--- src/sv/pls_pkg.sv ---
// Shared types and constants for the positional list store.
// Used by pls_cell and positional_list_store; no dependencies.
package pls_pkg;

  localparam int unsigned DefCapacity  = 16;
  localparam int unsigned DefDataWidth = 32;

  localparam int unsigned OpWidth   = 2;
  localparam int unsigned PosWidth  = 5;
  localparam int unsigned WordWidth = 32;
  localparam int unsigned CntOut    = 5;

  typedef enum logic [OpWidth-1:0] {
    OP_INSERT = 2'd0,
    OP_REMOVE = 2'd1,
    OP_READ   = 2'd2
  } op_e;

  // per-cell control, decoded for each cell in the top level
  typedef struct packed {
    logic ins;   // committed insert this cycle
    logic rem;   // committed remove this cycle
    logic at;    // cell index equals the target position
    logic past;  // cell index is above the target position
  } cell_ctrl_t;

endpackage

--- src/sv/pls_cell.sv ---
// One storage cell of the positional list: holds a word and shifts with
// its neighbors. Depends on pls_pkg.
module pls_cell #(
  parameter int unsigned DataWidth = pls_pkg::DefDataWidth
) (
  input  logic                    clk_i,
  input  pls_pkg::cell_ctrl_t     ctrl_i,
  input  logic [DataWidth-1:0]    new_i,    // word being inserted
  input  logic [DataWidth-1:0]    lower_i,  // neighbor one place down
  input  logic [DataWidth-1:0]    upper_i,  // neighbor one place up
  output logic [DataWidth-1:0]    word_o,
  output logic [DataWidth-1:0]    rd_o      // own word when addressed, else zero
);
  import pls_pkg::*;

  logic [DataWidth-1:0] word_q, word_d;

  always_comb begin
    word_d = word_q;
    if (ctrl_i.ins) begin
      if (ctrl_i.at) begin
        word_d = new_i;
      end else if (ctrl_i.past) begin
        word_d = lower_i;
      end
    end else if (ctrl_i.rem) begin
      if (ctrl_i.at || ctrl_i.past) begin
        word_d = upper_i;
      end
    end
  end

  always_ff @(posedge clk_i) begin
    word_q <= word_d;
  end

  assign word_o = word_q;
  assign rd_o   = ctrl_i.at ? word_q : '0;

endmodule

--- src/sv/positional_list_store.sv ---
// Positional list store: a row of pls_cell words plus count and result logic.
// Latency: a result is valid the cycle after its beat is accepted.
// Throughput: one beat per cycle while the input is ready; all cells shift together in that cycle.
// A new beat is taken while the result register is empty or being drained.
// Reset clears the count and the result valid flag; stored words are not cleared
// and stay unseen until written. Depends on pls_pkg and pls_cell.
module positional_list_store #(
  parameter int unsigned CAPACITY   = pls_pkg::DefCapacity,
  parameter int unsigned DATA_WIDTH = pls_pkg::DefDataWidth
) (
  input  logic        clk_i,
  input  logic        rst_ni,
  input  logic        s_axis_tvalid,
  output logic        s_axis_tready,
  input  logic [39:0] s_axis_tdata,   // [4:0] position, [36:5] data_in, rest zero
  input  logic [1:0]  s_axis_tuser,   // [1:0] operation
  output logic        m_axis_tvalid,
  input  logic        m_axis_tready,
  output logic [39:0] m_axis_tdata,   // [31:0] data_out, [36:32] entry_count,
                                      // [37] is_empty, rest zero
  output logic        m_axis_tuser    // [0] ok
);
  import pls_pkg::*;

  localparam int unsigned CntW = $clog2(CAPACITY + 1);
  // common width for comparing the position against count and cell indexes
  localparam int unsigned CmpW = (CntW > PosWidth) ? CntW : PosWidth;

  // ---------------------------------------------------------------------
  // Beat decode
  // ---------------------------------------------------------------------
  op_e                  op;
  logic [PosWidth-1:0]  pos;
  logic [WordWidth-1:0] din;
  logic [CmpW-1:0]      pos_c;
  logic [CmpW-1:0]      cnt_c;
  logic                 in_fire;

  assign op      = op_e'(s_axis_tuser);
  assign pos     = s_axis_tdata[PosWidth-1:0];
  assign din     = s_axis_tdata[PosWidth+WordWidth-1:PosWidth];
  assign in_fire = s_axis_tvalid && s_axis_tready;

  // Count register; only control state here gets a reset.
  logic [CntW-1:0] cnt_q, cnt_d;

  assign pos_c = CmpW'(pos);
  assign cnt_c = CmpW'(cnt_q);

  // Validity of each operation against the current count.
  logic ins_ok, rem_ok, rd_ok, ok;
  always_comb begin
    ins_ok = 1'b0;
    rem_ok = 1'b0;
    rd_ok  = 1'b0;
    case (op)
      OP_INSERT: ins_ok = (pos_c <= cnt_c) && (cnt_q != CntW'(CAPACITY));
      OP_REMOVE: rem_ok = pos_c < cnt_c;
      OP_READ:   rd_ok  = pos_c < cnt_c;
      default: ;  // unused code: fails, no change
    endcase
  end
  assign ok = ins_ok || rem_ok || rd_ok;

  always_comb begin
    cnt_d = cnt_q;
    if (in_fire && ins_ok) begin
      cnt_d = cnt_q + CntW'(1);
    end else if (in_fire && rem_ok) begin
      cnt_d = cnt_q - CntW'(1);
    end
  end

  // ---------------------------------------------------------------------
  // Cell row. Insert: cells above pos take the word below, cell at pos
  // loads the new word. Remove: cells at or above pos take the word above.
  // ---------------------------------------------------------------------
  logic [DATA_WIDTH+WordWidth-1:0] din_w;
  logic [DATA_WIDTH-1:0]           new_word;
  logic [DATA_WIDTH-1:0]           word   [CAPACITY];
  logic [DATA_WIDTH-1:0]           rd_sel [CAPACITY];

  assign din_w    = {{DATA_WIDTH{1'b0}}, din};
  assign new_word = din_w[DATA_WIDTH-1:0];

  for (genvar i = 0; i < CAPACITY; i++) begin : g_cell
    localparam logic [CmpW-1:0] Idx = CmpW'(i);
    cell_ctrl_t           ctrl;
    logic [DATA_WIDTH-1:0] lower, upper;

    assign ctrl.ins  = in_fire && ins_ok;
    assign ctrl.rem  = in_fire && rem_ok;
    assign ctrl.at   = pos_c == Idx;
    assign ctrl.past = pos_c < Idx;

    // bottom cell never shifts up; top cell's upper value is never kept
    if (i == 0) begin : g_lo
      assign lower = new_word;
    end else begin : g_lo_n
      assign lower = word[i-1];
    end
    if (i == CAPACITY - 1) begin : g_hi
      assign upper = word[i];
    end else begin : g_hi_n
      assign upper = word[i+1];
    end

    pls_cell #(
      .DataWidth(DATA_WIDTH)
    ) u_cell (
      .clk_i  (clk_i),
      .ctrl_i (ctrl),
      .new_i  (new_word),
      .lower_i(lower),
      .upper_i(upper),
      .word_o (word[i]),
      .rd_o   (rd_sel[i])
    );
  end

  // Read port: only the addressed cell drives nonzero, so OR the row.
  logic [DATA_WIDTH-1:0]           rd_word;
  logic [DATA_WIDTH+WordWidth-1:0] rd_w;
  logic [WordWidth-1:0]            rd_out;
  always_comb begin
    rd_word = '0;
    for (int unsigned k = 0; k < CAPACITY; k++) begin
      rd_word = rd_word | rd_sel[k];
    end
  end
  assign rd_w   = {{WordWidth{1'b0}}, rd_word};
  assign rd_out = rd_ok ? rd_w[WordWidth-1:0] : '0;

  // ---------------------------------------------------------------------
  // Result register
  // ---------------------------------------------------------------------
  logic [CntW+CntOut-1:0] cnt_ext;
  logic                   out_vld_q, out_vld_d;
  logic                   out_ok_q;
  logic [WordWidth-1:0]   out_data_q;
  logic [CntOut-1:0]      out_cnt_q;
  logic                   out_empty_q;

  assign cnt_ext       = {{CntOut{1'b0}}, cnt_d};
  assign s_axis_tready = !out_vld_q || m_axis_tready;

  always_comb begin
    out_vld_d = out_vld_q;
    if (in_fire) begin
      out_vld_d = 1'b1;
    end else if (m_axis_tready) begin
      out_vld_d = 1'b0;
    end
  end

  always_ff @(posedge clk_i or negedge rst_ni) begin
    if (!rst_ni) begin
      cnt_q     <= '0;
      out_vld_q <= 1'b0;
    end else begin
      cnt_q     <= cnt_d;
      out_vld_q <= out_vld_d;
    end
  end

  always_ff @(posedge clk_i) begin
    if (in_fire) begin
      out_ok_q    <= ok;
      out_data_q  <= rd_out;
      out_cnt_q   <= cnt_ext[CntOut-1:0];
      out_empty_q <= cnt_d == '0;
    end
  end

  assign m_axis_tvalid = out_vld_q;
  assign m_axis_tuser  = out_ok_q;
  assign m_axis_tdata  = {2'b00, out_empty_q, out_cnt_q, out_data_q};

  // ---------------------------------------------------------------------
  // Assertions
  // ---------------------------------------------------------------------
  a_cnt_bound: assert property (@(posedge clk_i) disable iff (!rst_ni)
    cnt_q <= CntW'(CAPACITY))
    else $error("count above capacity");

  a_ins_count: assert property (@(posedge clk_i) disable iff (!rst_ni)
    (in_fire && ins_ok) |=> (cnt_q == $past(cnt_q) + CntW'(1)))
    else $error("insert did not grow count");

  a_rem_count: assert property (@(posedge clk_i) disable iff (!rst_ni)
    (in_fire && rem_ok) |=> (cnt_q == $past(cnt_q) - CntW'(1)))
    else $error("remove did not shrink count");

  a_fail_hold: assert property (@(posedge clk_i) disable iff (!rst_ni)
    (in_fire && !ok) |=> ($stable(cnt_q) && !out_ok_q && out_vld_q))
    else $error("failed beat changed state");

  a_ready: assert property (@(posedge clk_i) disable iff (!rst_ni)
    !out_vld_q |-> s_axis_tready)
    else $error("input stalled with empty result register");

endmodule

--- config.mk ---
export PLATFORM = sky130hd
export DESIGN_NAME = positional_list_store
export DESIGN_NICKNAME = d
export VERILOG_FILES = /design/src/sv/pls_pkg.sv /design/src/sv/pls_cell.sv /design/src/sv/positional_list_store.sv
export SDC_FILE = /design/constraint.sdc
export NUM_CORES = 1
export LEC_CHECK = 0
export ABC_CLOCK_PERIOD_IN_PS = 6550
export BUFFER_PORTS_ARGS = -buffer_cell sky130_fd_sc_hd__buf_2
export CAP_MARGIN = 30
export CORE_UTILIZATION = 30
export CTS_BUF_LIST = sky130_fd_sc_hd__clkbuf_4 sky130_fd_sc_hd__clkbuf_8 sky130_fd_sc_hd__clkbuf_16
export CTS_CLUSTER_DIAMETER = 80
export DETAILED_ROUTE_END_ITERATION = 10
export HOLD_SLACK_MARGIN = 0.15
export PLACE_DENSITY = 0.55
export SKIP_CTS_REPAIR_TIMING = 1
export SYNTH_ARGS = -nofsm -noshare
export SYNTH_HDL_FRONTEND = slang
export SYNTH_SLANG_ARGS = --single-unit
--- constraint.sdc ---
create_clock -name clk_i -period 6.55 [get_ports clk_i]
set_clock_uncertainty 0.15 [all_clocks]
set_input_delay 1.6375 -clock clk_i [delete_from_list [all_inputs] [get_ports clk_i]]
set_output_delay 1.6375 -clock clk_i [all_outputs]
set_load 0.03 [all_outputs]
==> summary.md, run 1 <==
| Metric | Value |
|---|---|
| Status | `finished clean` |
| Worst Max-Slew Pin Slew | `1.02 ns` |
| Synth warn | `0` |
| Hold WC Path Type | `reg -> reg` |
| Core area | `100000 um2` |
| Critical path buffers and inverters | `4` |
| # fillers | `10.2k` |
| IO Count | `89` |
| Multi-input combinational cell area | `12400 um2` |
| Leakage | `11.1 nW` |
| Cell Area, Synth | `30500 um2` |
| Fmax | `222 MHz` |
| Max layer used | `met5` |
| RSZ-0062 raised after global routing | `no` |
| Pin count of the biggest net entering global routing | `217` |
| Slowest CP cell | `buf_12` |
| Detailed-route via count | `between 20k and 25k` |
| DR WL met2 | `49900 um` |
| Synth Flop Type | `edfxtp_1` |
| EDFF count, synth | `551` |
| Global-route wire length before repair | `160000 um` |
| Vias in the first global route | `between 20k and 25k` |
| DPL Wire Length | `61300 um` |
| GRT Util Overall | `20.8%` |
| WP data arrival | `4.72 ns` |
| Met1 Wirelength | `47000 um` |
| Synthesized area per cell | `10.2 um2` |
| Maximum vdd drop | `0.169 mV` |
| CP peak stage delay | `0.65 ns` |
| Die height | `approximately 320 um` |
| Design Power | `0.00905 W` |
| CTS tree | `done` |
| Period utilization | `roughly 70%` |
| Die span in x | `~320 um` |
| Post-synthesis register bit count | `557` |
| CTS Buf Count | `66` |
| Number of distinct library cells after synthesis | `52` |
| Crit path cell chain | `buf_2 > inv_1 > ha_1 > nor2b_1 > o31ai_4 > a22oi_4 > nor2_4 > buf_4 > buf_12 > mux2_2` |
| Max-cap viol count | `0` |
| Standard-cell rows | `116` |
| Crit. End Element | `flop` |
| Max FO, Critical Path | `about 220` |
| CP delay by family, top | `buffers and inverters` |
| Nets | `2988` |
| Share of cells above drive strength 1 | `12.8%` |
| Vias per cell | `5.67` |
| Starting density of the core | `30.4%` |
| Final wirelength | `about 110000 um` |
| P&R area growth vs syn | `12.2%` |
| Clk root buf | `clkbuf_16` |
| Total gr overflow | `0` |
| Met3 wire len | `between 9000 and 10000 um` |
| Hold slack | `0.463 ns` |
| Clock Latency Late Sink | `approximately 0.63 ns` |
| Post-synthesis sequential area ratio | `54.7%` |
| Hold Vio Cnt, Final | `0` |
| RD Place Congestion | `between 0.8 and 0.9` |
| Antenna violations before repair | `9` |
| Setup crit start | `s_axis_tdata[0]` |
| Power Dens Cells | `around 260 nW/um2` |
| Clk slew on worst S/H paths | `approximately 0.06 ns` |
| Starting DRT DRC Count | `3003` |
| Routed len/inst | `~25 um` |
| Setup TNS | `0 ns` |
| Slew margin rel. | `a little under a third` |
| Minimum clock period | `4.51 ns` |
| Bufs on Longest Clock Path | `3` |
| Asr flop ratio synth | `1.08%` |
| Final setup viols | `0` |
| Critical path required time | `6.76 ns` |
| Worst setup SP type | `primary input` |
| DRC violations left | `0` |
| Most common cell after layout, fill and taps aside | `nand2_1` |
| CP Class | `in -> reg` |
| Max H-tree Level | `3` |
| Cell count after synthesis | `2977` |
| Final Slew Violations | `0` |
| Register area | `16700 um2` |
| I/O Buffers | `83` |
| Antenna viol nets, final | `0` |
| FF-to-FF Start | `cnt_c[1]` |
| Drt first pass iters | `7` |
| Post-route design area | `34200 um2` |
| Placed cell areas | `32100 um2` |
| Clock sink count | `557` |
| DIE AREA | `103000 um2` |
| Commonest cells after routing, fill and taps aside | `nand2_1, edfxtp_1, nor2_1` |
| Hold Startpoint | `g_cell[15].u_cell.word_o[31]` |
-- cell families (layout without fill, tap and decap cells) --
family / Yosys count / in the layout / share of synthesized area, %
other cells: 1 / 7 / 0.0123
xor+xnor: 4 / 4 / 0.115
compound gates: 756 / 756 / 16.8
mux: 224 / 224 / 7.61
flops: 557 / 557 / 54.7
simple gates: 1144 / 1144 / 15.2
buf+inv: 284 / 293 / 5.23
fa+ha+maj: 7 / 7 / 0.287
-- per-stage QoR --
stage	util, %	cells	setup slack, ns
4_1_cts	34.0	4343	2.13
5_1_grt	34.1	4347	1.87
6_report	34.1	4349	2.04
3_3_place_gp	31.9	4222	1.52
2_1_floorplan	-	2978	0.285
3_5_place_dp	31.9	4223	1.49
-- final cells by class --
class                           count  share of cell area (%)
Timing Repair Buffer              165                    3.66
Multi-Input combinational cell   2137                    36.3
Clock buffer                       81                    5.21
Sequential cell                   557                    48.8
Inverter                            8                  0.0877
Tap cell                         1357                    4.96
Clock inverter                     39                   0.998
Antenna cell                        5                  0.0366
-- state kept, by name, indices dropped and copies added (netlist names) --
signal	count
out_empty_q	1
cnt_c	5
m_axis_tuser	1
out_cnt_q	5
g_cell.u_cell.word_o	512
out_data_q	32
m_axis_tvalid	1
-- worst register-to-register path, delay by kind of cell, from the launching register on --
family          cells  cell delay, ns
compound gates      2            0.53
fa+ha+maj           1            0.29
buf+inv             3            1.22
flops               1            0.40
mux                 1            0.58
simple gates        2            0.30
-- synthesized netlist by cell type, types with 2 or more instances --
master | count | share of area (%)
ha_1 | 7 | 0.29
edfxtp_1 | 551 | 54
a22oi_1 | 65 | 1.6
nand2b_1 | 4 | 0.082
buf_2 | 153 | 2.5
nor3_4 | 3 | 0.16
nor2_1 | 465 | 5.7
mux2_2 | 64 | 2.4
xnor2_1 | 4 | 0.11
a21oi_1 | 166 | 2.7
dfrtp_1 | 6 | 0.49
nor2b_1 | 8 | 0.16
and4_1 | 3 | 0.086
clkbuf_1 | 64 | 0.79
mux2i_1 | 160 | 5.3
buf_1 | 2 | 0.025
and3_1 | 33 | 0.68
a22o_1 | 96 | 2.8
nand4_1 | 3 | 0.062
nor2_8 | 5 | 0.33
a31oi_1 | 321 | 6.6
or2_1 | 2 | 0.041
buf_6 | 20 | 0.74
buf_12 | 4 | 0.26
nand2_1 | 590 | 7.3
buf_4 | 33 | 0.81
nor2_2 | 4 | 0.082
and2_1 | 5 | 0.10
nor2_4 | 3 | 0.11
o21ai_0 | 2 | 0.033
a221oi_1 | 96 | 2.8
nand3_1 | 6 | 0.098
inv_1 | 8 | 0.098
nor3_1 | 3 | 0.049
-- per-layer routing --
| metal | global-route usage (%) | vias to the layer above |
|---|---|---|
| met2 | 32.8 | 1308 |
| met3 | 3.33 | 202 |
| met5 | 0 | - |
| met1 | 29.2 | 12200 |
| met4 | 6.14 | 6 |
| li1 | - | 11000 |
-- final timing paths --
kind	depth (start not counted)	slack (ns)	endpoint
worst max-delay path	10	2.04	g_cell[0].u_cell.word_o[10]
worst min-delay path	2	0.46	g_cell[14].u_cell.word_o[31]
worst max register to register	9	2.84	g_cell[0].u_cell.word_o[10]
worst min register to register	2	0.46	g_cell[14].u_cell.word_o[31]
max in group asynchronous	1	5.37	m_axis_tvalid
min in group asynchronous	1	0.72	cnt_c[2]
-- power by group --
group	switching (W)	internal [W]
clock network	0.00157	0.00215
logic	0.000757	0.000341
registers	0.000107	0.00413
(Power assumes the default switching activity.)
==> inputs of run 2 (changes only) <==
ABC_CLOCK_PERIOD_IN_PS = 3900   (was 6550)
PLACE_DENSITY = 0.57   (was 0.55)
clock period = 3.9 ns   (was 6.55 ns; I/O delays follow)
==> run 2 against run 1 <==
Against the previous run:
- core utilization is 1.1 points higher
- via count increased by 1.5%
- die area unchanged
- wire length rose by 0.19%
- worst setup slack worse by 1.4 ns
- first-iteration DRC count rose by 11%
- clock power grew 69%
- largest power group unchanged
- largest cell class unchanged
- critical path type is now reg -> reg
- critical path depth unchanged
- hold slack lost 0.043 ns
==> summary.md, run 2 (same netlist as run 1, synthesis figures left out) <==
| Metric | Value |
|---|---|
| Status | `finished clean` |
| Leakage | `11.6 nW` |
| Slew margin rel. | `44.1%` |
| Reg2Reg Setup Slack | `0.68 ns` |
| DPL Wire Length | `~65000 um` |
| DRC violations left | `0` |
| GRT Util Overall | `20.9%` |
| Global-route wire length before repair | `161000 um` |
| Die span in x | `321 um` |
| Hold Vio Cnt, Final | `0` |
| CP delay by family, top | `compound AO/OA/AOI/OAI gates` |
| Clk root buf | `clkbuf_16` |
| Cells on worst reg2reg path | `10` |
| Int Pwr | `approximately 0.011 W` |
| WHS Path Cells | `2` |
| P&R area growth vs syn | `15.7%` |
| Hold slack | `~0.42 ns` |
| Power Dens Cells | `435 nW/um2` |
| Core area | `100000 um2` |
| RD Place Congestion | `0.810` |
| Worst Max-Slew Pin Slew | `0.839 ns` |
| Placed Cells incl. Taps | `4292` |
| Grt met2 use | `32.6%` |
| Nets | `about 3.1k` |
| Setup TNS | `0 ns` |
| Final Slew Violations | `0` |
| Final setup viols | `0` |
| Period utilization | `slightly above 80%` |
| Routing usage on met1 | `28.8%` |
| Max reg flops | `512` |
| Clock Latency Late Sink | `0.64 ns` |
| Detailed-route via count | `25.0k` |
| Final wirelength | `110000 um` |
| Sw frac | `27.6%` |
| Clock sink count | `557` |
| Maximum vdd drop | `0.312 mV` |
| Slowest CP cell | `o21ba_2` |
| Post-route design area | `35300 um2` |
| RSZ-0062 raised after global routing | `no` |
| Routed len/inst | `24.8 um` |
| Standard-cell rows | `116` |
| Max-cap viol count | `0` |
| WP data arrival | `~3.4 ns` |
| Critical path buffers and inverters | `4` |
| IO Count | `89` |
| Sw Pwr | `0.00424 W` |
| FF-to-FF Start | `cnt_c[1]` |
| Logic gate share of total power | `12.6%` |
| Antenna violations before repair | `8` |
| Die height | `321 um` |
| Antenna viol nets, final | `0` |
| Final cell count without fillers | `4420` |
| Vias per cell | `5.66` |
| CP peak stage delay | `0.41 ns` |
| Clock power frac | `41.0%` |
| CTS Buf Count | `68` |
| Total gr overflow | `0` |
| Worst setup SP type | `flop` |
| Minimum clock period | `3.22 ns` |
| Most common cell after layout, fill and taps aside | `nand2_1` |
| Max FO, Critical Path | `17` |
| Vias in the first global route | `around 24k` |
| DIE AREA | `103000 um2` |
| Drt first pass iters | `8` |
| Critical path required time | `roughly 4.1 ns` |
| Crit path cell chain | `inv_1 > ha_1 > nor2b_1 > o31ai_4 > a22oi_4 > buf_4 > o21ba_2 > buf_4 > a21oi_4 > buf_12` |
| Placed cell areas | `roughly 33000 um2` |
| Critical R2R Capture | `g_cell[14].u_cell.word_o[30]` |
| Max H-tree Level | `3` |
| Commonest cells after routing, fill and taps aside | `nand2_1, edfxtp_1, nor2_1` |
| CTS tree | `done` |
| GR Layer Usage met3 | `around 4%` |
| Hold WC Path Type | `reg -> reg` |
| Pin count of the biggest net entering global routing | `~140` |
| Starting DRT DRC Count | `approximately 3.3k` |
| Fmax | `311 MHz` |
| Clk slew on worst S/H paths | `0.06 ns` |
| CP Class | `reg -> reg` |
| Min-Delay Endpoint | `m_axis_tvalid` |
| Starting density of the core | `a little under a third` |
| Crit. End Element | `flop` |
| Hold Startpoint | `m_axis_tvalid` |
| Share of cells above drive strength 1 | `14.9%` |
| I/O Buffers | `83` |
| Gr busiest metal | `met2` |
| Flop pwr share | `46.4%` |
| Bufs on Longest Clock Path | `3` |
| Most used cell, CP | `buf_4` |
[run 2: cell types whose count changed in the layout (fill, tap and decap cells not counted), moves of 2 or more]
cell and change:
clkbuf_16 +2, buf_12 +42, inv_6 -3, clkinv_8 +2
clkinv_2 +4, bufinv_16 -3, inv_16 +2, clkbuf_4 -3
buf_4 +27
[run 2: worst max path at each step]
| stage | start | end | slack, ns | cells after the start |
|---|---|---|---|---|
| 2_1_floorplan | s_axis_tdata[0] | g_cell[2].u_cell.word_o[0] | 0.01 | 9 |
| 3_3_place_gp | s_axis_tdata[1] | g_cell[14].u_cell.word_o[22] | 0.16 | 10 |
| 3_5_place_dp | s_axis_tdata[1] | g_cell[14].u_cell.word_o[7] | 0.08 | 10 |
| 4_1_cts | cnt_c[1] | g_cell[14].u_cell.word_o[31] | 0.69 | 10 |
| 5_1_grt | cnt_c[1] | g_cell[2].u_cell.word_o[14] | 0.54 | 12 |
| 6_report | cnt_c[1] | g_cell[14].u_cell.word_o[30] | 0.68 | 10 |
[run 2: cell type report]
cell class                      count  area, um2
Antenna cell                        6       15.0
Clock buffer                       81       1820
Clock inverter                     40        318
Fill cell                       10100      65100
Inverter                            8       33.8
Multi-Input combinational cell   2137      12400
Sequential cell                   557      16700
Tap cell                         1357       1700
Timing Repair Buffer              234       2280
[run 2: worst reg2reg max path, stage by stage, from the launching register on]
cell and delay (ns):
dfrtp_1 0.40, inv_1 0.11, ha_1 0.29, nor2b_1 0.16
o31ai_4 0.33, a22oi_4 0.15, buf_4 0.19, o21ba_2 0.41
buf_4 0.26, a21oi_4 0.19, buf_12 0.26
[run 2: metrics by stage]
stage / power [W] / setup WS (ns) / util, %
6_report: 0.0153 / 0.683 / 35.1
4_1_cts: 0.0154 / 0.690 / 35.1
2_1_floorplan: 0.00847 / 0.0118 / -
5_1_grt: 0.0158 / 0.537 / 35.1
3_3_place_gp: 0.00913 / 0.156 / 33.0
3_5_place_dp: 0.00916 / 0.0812 / 33.0
[run 2: power groups by stage]
stage	Sequential, W	Clock (W)	Combinational [W]
floorplan	0.00725	0	0.00122
global route	0.00714	0.00659	0.00211
CTS	0.00712	0.00638	0.00192
finish	0.00712	0.00628	0.00194
global placement	0.00724	0	0.00189
detailed placement	0.00724	0	0.00192
[run 2: metal layers]
metal	vias up	routed length (um)
met5	-	23
met3	242	10000
li1	11100	-
met2	1304	49800
met4	4	3880
met1	12300	45900
